File: src/yuv_pkg.sv
package yuv_pkg;

    // Counter width default and the fixed width of the line limit registers
    localparam int COUNT_BITS_DEF = 12;
    localparam int LIMIT_BITS     = 12;

    // Configuration port
    localparam int CFG_DATA_W  = 17;
    localparam int CFG_INDEX_W = 3;

    typedef enum logic [CFG_INDEX_W-1:0] {
        REG_CR_TO_RED   = 3'd0,
        REG_CB_TO_GREEN = 3'd1,
        REG_CR_TO_GREEN = 3'd2,
        REG_CB_TO_BLUE  = 3'd3,
        REG_LINE_WIDTH  = 3'd4,
        REG_LINE_COUNT  = 3'd5
    } cfg_index_t;

    // Register reset values: Q2.14 / Q3.14 weights and frame geometry
    localparam logic signed [15:0] CR_TO_RED_RST   = 16'sd18678;
    localparam logic signed [15:0] CB_TO_GREEN_RST = -16'sd6472;
    localparam logic signed [15:0] CR_TO_GREEN_RST = -16'sd9519;
    localparam logic signed [16:0] CB_TO_BLUE_RST  = 17'sd33292;
    localparam logic [LIMIT_BITS-1:0] LINE_WIDTH_RST = 12'd640;
    localparam logic [LIMIT_BITS-1:0] LINE_COUNT_RST = 12'd480;

    // Video offsets
    localparam logic [8:0] LUMA_OFFSET   = 9'd16;
    localparam logic [8:0] CHROMA_OFFSET = 9'd128;

    // Product and sum widths
    localparam int FRAC_BITS = 14;
    localparam int RED_W     = 25;
    localparam int GREEN_W   = 26;
    localparam int BLUE_W    = 26;
    localparam int BASE_W    = 9 + FRAC_BITS;
    localparam int SUM_W     = 27;

    // Position of a byte within a 4:2:2 group
    typedef enum logic [1:0] {
        PH_LUMA_ONE    = 2'd0,
        PH_RED_CHROMA  = 2'd1,
        PH_LUMA_ZERO   = 2'd2,
        PH_BLUE_CHROMA = 2'd3
    } phase_t;

    typedef struct packed {
        logic [7:0] pixel_byte;
        logic       frame_start;
    } byte_t;

    typedef struct packed {
        logic [7:0] red;
        logic [7:0] green;
        logic [7:0] blue;
        logic       pair_last;
        logic       line_end;
        logic       frame_end;
    } pixel_t;

    // Line/frame marks for both pixels of a pair
    typedef struct packed {
        logic line_end0;
        logic frame_end0;
        logic line_end1;
        logic frame_end1;
    } pair_marks_t;

    // Divide by 2^14 and clamp to 0..255; negative sums go to zero either way
    function automatic logic [7:0] clamp_pixel(input logic signed [SUM_W-1:0] sum);
        logic [7:0] res;
        if (sum[SUM_W-1]) begin
            res = 8'd0;
        end else if (|sum[SUM_W-2:FRAC_BITS+8]) begin
            res = 8'hFF;
        end else begin
            res = sum[FRAC_BITS+7:FRAC_BITS];
        end
        return res;
    endfunction

endpackage

File: src/yuv_cnt_step.sv
module yuv_cnt_step #(
    parameter int COUNT_BITS = yuv_pkg::COUNT_BITS_DEF
) (
    input  logic [COUNT_BITS-1:0]          col,
    input  logic [COUNT_BITS-1:0]          row,
    input  logic [yuv_pkg::LIMIT_BITS-1:0] line_width,
    input  logic [yuv_pkg::LIMIT_BITS-1:0] line_count,
    output logic [COUNT_BITS-1:0]          col_next,
    output logic [COUNT_BITS-1:0]          row_next,
    output logic                           line_end,
    output logic                           frame_end
);

    // compare width covers count+1 and the limit register
    localparam int CMP_W = (COUNT_BITS + 1 > yuv_pkg::LIMIT_BITS) ?
                           COUNT_BITS + 1 : yuv_pkg::LIMIT_BITS;

    logic [CMP_W-1:0] col_inc;
    logic [CMP_W-1:0] row_inc;

    assign col_inc   = CMP_W'(col) + CMP_W'(1);
    assign row_inc   = CMP_W'(row) + CMP_W'(1);
    assign line_end  = col_inc >= CMP_W'(line_width);
    assign frame_end = line_end && (row_inc >= CMP_W'(line_count));

    always_comb
    begin
        col_next = col_inc[COUNT_BITS-1:0];
        row_next = row;
        if (line_end)
        begin
            col_next = '0;
            row_next = frame_end ? '0 : row_inc[COUNT_BITS-1:0];
        end
    end

endmodule

File: src/yuv422_stream_to_rgb888.sv
// Channel  | Signals                            | Moves per transaction
// ---------+------------------------------------+-------------------------------------
// byte     | byte_valid, byte_ready, byte_data  | one stream byte (Y1, Cr, Y0, Cb)
// rgb      | rgb_valid, rgb_ready, rgb_data     | one RGB888 pixel plus line/frame marks
// cfg      | cfg_write, cfg_index, cfg_data     | one register write, no handshake
//
// One byte can be taken every cycle. A Cb byte closes a group and the pair moves
// through a pair register, a product register (chroma products shared by both
// pixels) and the output register; the Y0 pixel leaves first and the Y1 pixel
// follows it. The two pixels of a pair leave one per cycle while rgb_ready is high.
// Reset (async, rst_n low) clears the pipeline, counters, phase and restores the
// default weights and geometry. A stall on rgb fills the output, product and pair
// registers in turn; byte_ready drops only when the pair register cannot drain.
module yuv422_stream_to_rgb888 #(
    parameter int COUNT_BITS = yuv_pkg::COUNT_BITS_DEF
) (
    input  logic                            clk,
    input  logic                            rst_n,

    input  logic                            byte_valid,
    output logic                            byte_ready,
    input  yuv_pkg::byte_t                  byte_data,

    output logic                            rgb_valid,
    input  logic                            rgb_ready,
    output yuv_pkg::pixel_t                 rgb_data,

    input  logic                            cfg_write,
    input  logic [yuv_pkg::CFG_INDEX_W-1:0] cfg_index,
    input  logic [yuv_pkg::CFG_DATA_W-1:0]  cfg_data
);

    // ---------------- configuration registers ----------------
    logic signed [15:0]              cr_to_red_reg;
    logic signed [15:0]              cb_to_green_reg;
    logic signed [15:0]              cr_to_green_reg;
    logic signed [16:0]              cb_to_blue_reg;
    logic [yuv_pkg::LIMIT_BITS-1:0]  line_width_reg;
    logic [yuv_pkg::LIMIT_BITS-1:0]  line_count_reg;

    always_ff @(posedge clk or negedge rst_n)
    begin
        if (!rst_n)
        begin
            cr_to_red_reg   <= yuv_pkg::CR_TO_RED_RST;
            cb_to_green_reg <= yuv_pkg::CB_TO_GREEN_RST;
            cr_to_green_reg <= yuv_pkg::CR_TO_GREEN_RST;
            cb_to_blue_reg  <= yuv_pkg::CB_TO_BLUE_RST;
            line_width_reg  <= yuv_pkg::LINE_WIDTH_RST;
            line_count_reg  <= yuv_pkg::LINE_COUNT_RST;
        end
        else if (cfg_write)
        begin
            unique case (cfg_index)
                yuv_pkg::REG_CR_TO_RED:   cr_to_red_reg   <= $signed(cfg_data[15:0]);
                yuv_pkg::REG_CB_TO_GREEN: cb_to_green_reg <= $signed(cfg_data[15:0]);
                yuv_pkg::REG_CR_TO_GREEN: cr_to_green_reg <= $signed(cfg_data[15:0]);
                yuv_pkg::REG_CB_TO_BLUE:  cb_to_blue_reg  <= $signed(cfg_data[16:0]);
                yuv_pkg::REG_LINE_WIDTH:
                    line_width_reg <= cfg_data[yuv_pkg::LIMIT_BITS-1:0];
                yuv_pkg::REG_LINE_COUNT:
                    line_count_reg <= cfg_data[yuv_pkg::LIMIT_BITS-1:0];
                default: ;  // unmapped index, ignored
            endcase
        end
    end

    // ---------------- byte capture ----------------
    yuv_pkg::phase_t         phase_reg, phase_next, phase_eff;
    logic [7:0]              y1_reg, cr_hold_reg, y0_reg;
    logic [COUNT_BITS-1:0]   col_reg, col_next, col_eff;
    logic [COUNT_BITS-1:0]   row_reg, row_next, row_eff;
    logic [COUNT_BITS-1:0]   col_mid, row_mid, col_end, row_end;
    yuv_pkg::pair_marks_t    marks;
    logic                    byte_acc;
    logic                    pair_load;

    // pipeline handshake
    logic p_valid_reg, p_valid_next, p_move;
    logic m_valid_reg, m_valid_next, m_sel_reg, m_sel_next;
    logic o_valid_reg, o_valid_next, o_load;

    assign byte_acc  = byte_valid && byte_ready;
    // frame start realigns phase and counters before the byte is taken
    assign phase_eff = byte_data.frame_start ? yuv_pkg::PH_LUMA_ONE : phase_reg;
    assign col_eff   = byte_data.frame_start ? '0 : col_reg;
    assign row_eff   = byte_data.frame_start ? '0 : row_reg;
    assign pair_load = byte_acc && (phase_eff == yuv_pkg::PH_BLUE_CHROMA);

    // counter marks for the Y0 pixel, then for the Y1 pixel
    yuv_cnt_step #(.COUNT_BITS(COUNT_BITS)) u_step_zero (
        .col        (col_eff),
        .row        (row_eff),
        .line_width (line_width_reg),
        .line_count (line_count_reg),
        .col_next   (col_mid),
        .row_next   (row_mid),
        .line_end   (marks.line_end0),
        .frame_end  (marks.frame_end0)
    );

    yuv_cnt_step #(.COUNT_BITS(COUNT_BITS)) u_step_one (
        .col        (col_mid),
        .row        (row_mid),
        .line_width (line_width_reg),
        .line_count (line_count_reg),
        .col_next   (col_end),
        .row_next   (row_end),
        .line_end   (marks.line_end1),
        .frame_end  (marks.frame_end1)
    );

    always_comb
    begin
        phase_next = phase_reg;
        col_next   = col_reg;
        row_next   = row_reg;
        if (byte_acc)
        begin
            col_next = col_eff;
            row_next = row_eff;
            unique case (phase_eff)
                yuv_pkg::PH_LUMA_ONE:   phase_next = yuv_pkg::PH_RED_CHROMA;
                yuv_pkg::PH_RED_CHROMA: phase_next = yuv_pkg::PH_LUMA_ZERO;
                yuv_pkg::PH_LUMA_ZERO:  phase_next = yuv_pkg::PH_BLUE_CHROMA;
                default:
                begin
                    phase_next = yuv_pkg::PH_LUMA_ONE;
                    col_next   = col_end;
                    row_next   = row_end;
                end
            endcase
        end
    end

    always_ff @(posedge clk or negedge rst_n)
    begin
        if (!rst_n)
        begin
            phase_reg <= yuv_pkg::PH_LUMA_ONE;
            col_reg   <= '0;
            row_reg   <= '0;
        end
        else
        begin
            phase_reg <= phase_next;
            col_reg   <= col_next;
            row_reg   <= row_next;
        end
    end

    always_ff @(posedge clk)
    begin
        if (byte_acc)
        begin
            case (phase_eff)
                yuv_pkg::PH_LUMA_ONE:   y1_reg      <= byte_data.pixel_byte;
                yuv_pkg::PH_RED_CHROMA: cr_hold_reg <= byte_data.pixel_byte;
                yuv_pkg::PH_LUMA_ZERO:  y0_reg      <= byte_data.pixel_byte;
                default: ;
            endcase
        end
    end

    // ---------------- pair register ----------------
    logic [7:0]           p_y0_reg, p_y1_reg, p_cr_reg, p_cb_reg;
    yuv_pkg::pair_marks_t p_marks_reg;

    assign p_move       = p_valid_reg && (!m_valid_reg || (o_load && m_sel_reg));
    assign byte_ready   = !p_valid_reg || p_move;
    assign p_valid_next = pair_load ? 1'b1 : (p_move ? 1'b0 : p_valid_reg);

    always_ff @(posedge clk)
    begin
        if (pair_load)
        begin
            p_y0_reg    <= y0_reg;
            p_y1_reg    <= y1_reg;
            p_cr_reg    <= cr_hold_reg;
            p_cb_reg    <= byte_data.pixel_byte;
            p_marks_reg <= marks;
        end
    end

    // ---------------- chroma products, shared by both pixels ----------------
    logic signed [8:0]                   cr_s, cb_s;
    logic signed [yuv_pkg::RED_W-1:0]    red_prod;
    logic signed [yuv_pkg::GREEN_W-1:0]  green_prod;
    logic signed [yuv_pkg::BLUE_W-1:0]   blue_prod;

    assign cr_s       = $signed({1'b0, p_cr_reg} - yuv_pkg::CHROMA_OFFSET);
    assign cb_s       = $signed({1'b0, p_cb_reg} - yuv_pkg::CHROMA_OFFSET);
    assign red_prod   = cr_to_red_reg * cr_s;
    assign green_prod = cb_to_green_reg * cb_s + cr_to_green_reg * cr_s;
    assign blue_prod  = cb_to_blue_reg * cb_s;

    logic [7:0]                          m_y0_reg, m_y1_reg;
    yuv_pkg::pair_marks_t                m_marks_reg;
    logic signed [yuv_pkg::RED_W-1:0]    m_red_reg;
    logic signed [yuv_pkg::GREEN_W-1:0]  m_green_reg;
    logic signed [yuv_pkg::BLUE_W-1:0]   m_blue_reg;

    // m_sel_reg: 0 while the Y0 pixel is pending, 1 for the Y1 pixel
    assign m_valid_next = p_move ? 1'b1 : ((o_load && m_sel_reg) ? 1'b0 : m_valid_reg);
    assign m_sel_next   = p_move ? 1'b0 : (o_load ? ~m_sel_reg : m_sel_reg);

    always_ff @(posedge clk)
    begin
        if (p_move)
        begin
            m_y0_reg    <= p_y0_reg;
            m_y1_reg    <= p_y1_reg;
            m_marks_reg <= p_marks_reg;
            m_red_reg   <= red_prod;
            m_green_reg <= green_prod;
            m_blue_reg  <= blue_prod;
        end
    end

    // ---------------- per-pixel sum, scale and clamp ----------------
    logic [7:0]                        pix_y;
    logic signed [8:0]                 y_s;
    logic signed [yuv_pkg::BASE_W-1:0] base;
    logic signed [yuv_pkg::SUM_W-1:0]  red_sum, green_sum, blue_sum;
    yuv_pkg::pixel_t                   pix_next;
    yuv_pkg::pixel_t                   o_data_reg;

    assign pix_y     = m_sel_reg ? m_y1_reg : m_y0_reg;
    assign y_s       = $signed({1'b0, pix_y} - yuv_pkg::LUMA_OFFSET);
    assign base      = $signed({y_s, {yuv_pkg::FRAC_BITS{1'b0}}});
    assign red_sum   = yuv_pkg::SUM_W'(base) + yuv_pkg::SUM_W'(m_red_reg);
    assign green_sum = yuv_pkg::SUM_W'(base) + yuv_pkg::SUM_W'(m_green_reg);
    assign blue_sum  = yuv_pkg::SUM_W'(base) + yuv_pkg::SUM_W'(m_blue_reg);

    always_comb
    begin
        pix_next.red       = yuv_pkg::clamp_pixel(red_sum);
        pix_next.green     = yuv_pkg::clamp_pixel(green_sum);
        pix_next.blue      = yuv_pkg::clamp_pixel(blue_sum);
        pix_next.pair_last = m_sel_reg;
        pix_next.line_end  = m_sel_reg ? m_marks_reg.line_end1  : m_marks_reg.line_end0;
        pix_next.frame_end = m_sel_reg ? m_marks_reg.frame_end1 : m_marks_reg.frame_end0;
    end

    // ---------------- output register ----------------
    assign o_load       = m_valid_reg && (!o_valid_reg || rgb_ready);
    assign o_valid_next = o_load ? 1'b1 : (rgb_ready ? 1'b0 : o_valid_reg);

    always_ff @(posedge clk)
    begin
        if (o_load)
        begin
            o_data_reg <= pix_next;
        end
    end

    always_ff @(posedge clk or negedge rst_n)
    begin
        if (!rst_n)
        begin
            p_valid_reg <= 1'b0;
            m_valid_reg <= 1'b0;
            m_sel_reg   <= 1'b0;
            o_valid_reg <= 1'b0;
        end
        else
        begin
            p_valid_reg <= p_valid_next;
            m_valid_reg <= m_valid_next;
            m_sel_reg   <= m_sel_next;
            o_valid_reg <= o_valid_next;
        end
    end

    assign rgb_valid = o_valid_reg;
    assign rgb_data  = o_data_reg;

endmodule

File: config.mk
export PLATFORM = sky130hd
export DESIGN_NAME = yuv422_stream_to_rgb888
export DESIGN_NICKNAME = d
export VERILOG_FILES = /design/src/yuv_pkg.sv /design/src/yuv_cnt_step.sv /design/src/yuv422_stream_to_rgb888.sv
export SDC_FILE = /design/constraint.sdc
export NUM_CORES = 2
export LEC_CHECK = 0
export BUFFER_PORTS_ARGS = -buffer_cell sky130_fd_sc_hd__buf_2
export CAP_MARGIN = 20
export CORE_ASPECT_RATIO = 0.75
export CORE_UTILIZATION = 57
export CTS_CLUSTER_SIZE = 20
export DETAILED_ROUTE_END_ITERATION = 6
export HOLD_SLACK_MARGIN = 0.08
export PLACE_DENSITY = 0.73
export SYNTH_ARGS = -nofsm -noshare
export SYNTH_HDL_FRONTEND = slang
export SYNTH_SLANG_ARGS = --single-unit
File: constraint.sdc
create_clock -name clk -period 14.67 [get_ports clk]
set_clock_uncertainty 0.1 [all_clocks]
set_input_delay 1.467 -clock clk [delete_from_list [all_inputs] [get_ports clk]]
set_output_delay 1.467 -clock clk [all_outputs]
set_load 0.02 [all_outputs]
; ---- After elaboration in Yosys (flattened, before gate mapping)
; Index checks and enable logic that the tools add are counted.
; W data, S select, Z words.
[word_totals]
ff_bits = 303
out_inout_bits = 29
wordCells = 125
[classes]
n_addsub = 11
multipliers = 4
order_cmp = 4
eq_ne = 8
muxes = 26
n_bitwise = 1
reduce_logical = 32
[ops]
columns = operator, n
row1 = $mux W12, 10
row2 = $mul A16 B9 Y25, 3
row3 = $add A23 B26 Y27, 2
row4 = $add A12 B1 Y13 const B, 4
row5 = $ge A13 B12 Y1, 4
row6 = $mux W8, 4
row7 = $add A23 B25 Y26, 1
row8 = $add A25 B25 Y26, 1
row9 = $mul A17 B9 Y26, 1
row10 = $reduce_and A2 Y1, 9
row11 = $sub A8 B8 Y9 const B, 2
row12 = $reduce_or A4 Y1, 3
row13 = $mux W1, 10
row14 = $sub A8 B5 Y9 const B, 1
row15 = $reduce_bool A2 Y1, 4
row16 = $logic_and A1 B1 Y1, 7
row17 = $eq A3 B2 Y1 const B, 2
row18 = $eq A3 B3 Y1 const B, 2
row19 = $pmux W2 S3, 1
row20 = $eq A2 B2 Y1 const B, 2
row21 = $eq A3 B1 Y1 const B, 1
row22 = $logic_not A1 Y1, 3
row23 = $logic_not A3 Y1, 1
row24 = $logic_or A1 B1 Y1, 3
row25 = other kinds (5), 5

; ---- Longest topological paths before layout
[logic_depth]
ltp_word = 12
mapped_depth = 33
mapped_depth_nobuf = 30

; ---- Modules after synthesis
; From an unflattened synthesis, not the netlist that was laid out.
[unflattened]
hier_cells = 3211
area_unflattened_um2 = 32935.3
[modules_own_cells]
columns = mod, n_inst, cells_per_inst, area_each_um2, seq_area_each_um2
row1 = yuv422_stream_to_rgb888, 1, 2859, 30445.4, 7287.0
row2 = yuv_cnt_step, 2, 176, 1244.9, 0.0

; ---- Worst setup path before layout
; OpenSTA, ideal clock, no wires.
[synth_path]
kind = input port to flip-flop
from = in byte_data[0] (netlist bit)
to = reg row_reg[8]
setup_ns = 0.087
t_arrival_ns = 7.715
required_ns = 14.483
setup_slack_ns = 6.768
stages = 32
path_cell_list = buf_2 > buf_1 > nor2_1 > ha_1 > nand2_1 > or4_1 > a21oi_1 > ha_1 > a21o_1 > a21o_1 > a211oi_2 > and2_4 > buf_2 > nor3_1 > buf_2 > mux2_2 > ha_1 > nand2_1 > a2111oi_0 > a32oi_1 > a221o_1 > xor2_1 > ha_1 > a21o_1 > a21o_1 > nor3_1 > o21a_1 > o21ai_0 > a311oi_4 > buf_6 > nand3_1 > o211ai_1
[synth_via]
elab_chain_cells = 12
elab_cells_between_ends = 23
[synth_lines]
columns = item, line_no
row1 = start: declaration, yuv422_stream_to_rgb888.sv:22  ; input yuv_pkg::byte_t byte_data,
row2 = $mux W12 (on tied branches), "yuv422_stream_to_rgb888.sv:86, yuv422_stream_to_rgb888.sv:87"
row3 = $add A12 B1 Y13 (on tied branches), "yuv_cnt_step.sv:21, yuv_cnt_step.sv:22"
row4 = $ge A13 B12 Y1 (on tied branches), "yuv_cnt_step.sv:23, yuv_cnt_step.sv:24"
row5 = $logic_and A1 B1 Y1, yuv_cnt_step.sv:24  ; assign frame_end = line_end && (row_inc >= CMP_W'(line_count));
row6 = $mux W12, yuv_cnt_step.sv:33  ; row_next = frame_end ? '0 : row_inc[COUNT_BITS-1:0];
row7 = $mux W12, yuv_cnt_step.sv:30  ; if (line_end)
row8 = $add A12 B1 Y13, yuv_cnt_step.sv:22  ; assign row_inc = CMP_W'(row) + CMP_W'(1);
row9 = $ge A13 B12 Y1, yuv_cnt_step.sv:24
row10 = $logic_and A1 B1 Y1, yuv_cnt_step.sv:24
row11 = $mux W12, yuv_cnt_step.sv:33
row12 = $mux W12, yuv_cnt_step.sv:30
row13 = $mux W12 *, yuv422_stream_to_rgb888.sv:122  ; unique case (phase_eff)
row14 = end signal: assignment, yuv422_stream_to_rgb888.sv:148  ; row_reg <= row_next;
row15 = end: declaration, yuv422_stream_to_rgb888.sv:72  ; logic [COUNT_BITS-1:0] row_reg, row_next, row_eff;
; Mark *: on every way between the ends. The rest lies on a longest branch, timed or not.
; A chain may end at the register's enable or synchronous reset.

; ---- Worst setup path in the final report
[layout_path]
from = in byte_data[0] (netlist bit)
to = reg row_reg[5]
; The elaborated chain is that of the path after synthesis.

==> impl_metrics.json <==
{
  "largest_reg_flops": 27,
  "setup_viol_count_final": 0,
  "start_util_pct": 58.1,
  "worstSetupPathType": "input pin to register",
  "core_area_sq_mm": 0.0564,
  "cp.required_ns": 15.08,
  "final_antenna_net_count": 0,
  "grt_pass1_vias": 24000,
  "grt_first_pass_wirelength_um": 130000,
  "root_buffer": "clkbuf_16",
  "grt_max_degree": 69,
  "max_cap_viol_count": 0,
  "synth-seq-area-share_pct": 22.2,
  "worstMarginPinSlew_ns": 1.08,
  "cts_made_buffers": 27,
  "cp-start-kind": "input pin",
  "reg2reg_slack_ns": 6.73,
  "avgViaCountPerCell": 5.61,
  "status": "complete, but fails checks",
  "timing.slew.headroom_pct": 27.8,
  "numPortBuffers": 62,
  "rows": 75,
  "wl_um": 78600,
  "clock_latency_ns": 0.59,
  "end_kind": "register",
  "die_h_um": 210,
  "hold_viol_final": 0,
  "dp_slack_ns": 5.35,
  "fin_crit_ns": 8.86,
  "dr.first_iter.drc_count": 1717,
  "clkSlewWorstSetupHoldPaths_ns": 0.06,
  "violations": "DRC",
  "syn_avg_cell_area_sq_um": 10.3,
  "area_growth_syn_to_layout_pct": 5.60,
  "worstPathArrival_ns": 9.27,
  "period_share_pct": 60.4,
  "via_count": 22200,
  "rsz0062_at_grt": "no",
  "cts_sinks": 261,
  "postCtsSetupRepairBufs": 0,
  "antenna_found_initial": 3,
  "critPathSlowestCell": "a311oi_4",
  "setup_tns_ns": 0,
  "drt_pass1_iterations": 7,
  "placed_cell_area_sq_mm": 0.0337,
  "worst_slack_ns": 5.81,
  "cts_hold_buf": 0,
  "cts_buffer_depth": 3,
  "ys.flop_type": "edfxtp_1",
  "syn-num-nets": 4023,
  "ioPinCount": 63,
  "synth_edf_count": 142,
  "syn_area_sq_mm": 0.0328,
  "nNetsFinal": 4002,
  "drc": 3,
  "cpPeakStageDelay_ns": 0.65,
  "diodes": 0,
  "cts_tree": "yes",
  "fin_area_sq_mm": 0.0346,
  "die_x_um": 279,
  "ys_warn_count": 0,
  "cts_resized": 0,
  "slew_viol_final": 0,
  "synth-seq-cells": 261,
  "cp_max_fo": 35,
  "gr-total-overflow": 0,
  "gp_congestion": 0.920,
  "netlist_instances": 3177,
  "detail_route.wl_per_cell_um": 19.9,
  "htreeDepth": 1,
  "dp_hpwl_um": 61900,
  "synth-async-reset-ratio_pct": 45.6,
  "dieArea_sq_mm": 0.0585,
  "grt_use_total_pct": 28.2,
  "hold_class": "register to register",
  "drive_above_1_share_pct": 11.1,
  "yosysUniqueCellTypes": 84,
  "fmax_ghz": 0.113
}
==> critical path, delay by kind of cell <==
family                     cells  cell delay [ns]
and+or+nand+nor                6             1.66
xor gates and xnor gates       1             0.20
adders and majority gates      4             1.17
AOI/OAI and AO/OA             15             4.21
buffers and inverters          2             0.52
==> final cells by class <==
class / instances / area (sq um)
clock inverter: 20 / 136
sequential: 261 / 7290
inverter: 569 / 2140
tap: 770 / 963
clock buffer: 30 / 697
timing repair buffer: 90 / 547
fill: 4563 / 21800
multi-input combinational: 2207 / 22900
==> cells in the final DEF (no fill, tap or decap), types with 12 or more instances in the layout <==
master     netlist  layout
or3_1           12      12
o21a_1          29      29
a22o_1          14      14
nand4_1         14      14
or2_2           58      58
fa_1           533     533
nand2_1        336     336
dfstp_2         36      36
nand3_1         33      33
xnor2_1         73      73
buf_4            0      27
nor2_1          85      85
xor2_1          32      32
nor2b_1         21      21
a21oi_1         66      66
nor3_1          24      23
ha_1           279     279
a21o_1          25      25
buf_2            8      61
mux2_2          87      87
clkbuf_16        0      27
nand2b_1        79      79
o21ai_0         58      58
and3_1          18      18
edfxtp_1       142     142
inv_1          567     567
dfrtp_1         83      83
and2_1         190     189
==> cell usage after synthesis (all sizes together) (21+ instances only) <==
| cell | instances | area (sq um) |
|---|---|---|
| inv | 569 | 2140 |
| fa | 533 | 10700 |
| nand2 | 336 | 1260 |
| ha | 279 | 3490 |
| and2 | 192 | 1200 |
| edfxtp | 142 | 4260 |
| clkbuf | 122 | 458 |
| mux2 | 87 | 980 |
| nor2 | 86 | 330 |
| dfrtp | 83 | 2080 |
| nand2b | 79 | 494 |
| a21oi | 73 | 392 |
| xnor2 | 73 | 639 |
| o21ai | 65 | 325 |
| or2 | 58 | 363 |
| dfstp | 36 | 946 |
| nand3 | 33 | 165 |
| xor2 | 32 | 280 |
| o21a | 29 | 218 |
| a21o | 25 | 188 |
| nor3 | 25 | 130 |
| nor2b | 21 | 131 |
==> stage by stage <==
stage,cells,util [%],hold slack [ns]
floorplan,3177,-,0.300
CTS,3944,61.3,0.320
finish,3947,61.4,0.319
global route,3947,61.4,0.328
detailed placement,3894,59.8,0.305
global placement,3894,59.8,0.300
==> worst paths after layout <==
check,from,to,depth (start not counted)
min,p_y1_reg[4]$_DFFE_PP_,m_y1_reg[4]$_DFFE_PP_,0
max in group asynchronous,rst_n,cb_to_green_reg[12]$_DFFE_PN0P_,2
max reg2reg,col_reg[0]$_DFFE_PN0P_,row_reg[5]$_DFFE_PN0P_,28
min in group asynchronous,rst_n,cr_to_green_reg[5]$_DFFE_PN0P_,1
max,byte_data[0],row_reg[5]$_DFFE_PN0P_,28
min reg2reg,p_y1_reg[4]$_DFFE_PP_,m_y1_reg[4]$_DFFE_PP_,0
==> cells by family after synthesis <==
kind of cell	after synthesis	synth area share (%)
fa+ha+maj	812	43.2
flops	261	22.2
xor+xnor	105	2.81
simple gates	911	14.5
buf+inv	709	8.19
compound gates	286	5.92
mux	93	3.17
==> layer usage <==
| metal | global-route usage [%] | wire (um) | vias up |
|---|---|---|---|
| met2 | 43.3 | 34900 | 762 |
| met4 | 5.76 | 1590 | 6 |
| met5 | 0 | 42 | - |
| met1 | 42.1 | 36100 | 11300 |
| li1 | - | - | 9964 |
| met3 | 5.23 | 5930 | 100 |
Power is left out: the tool's default activity adds up to more than one toggle a clock period on the data nets, which glitch-free logic cannot reach.
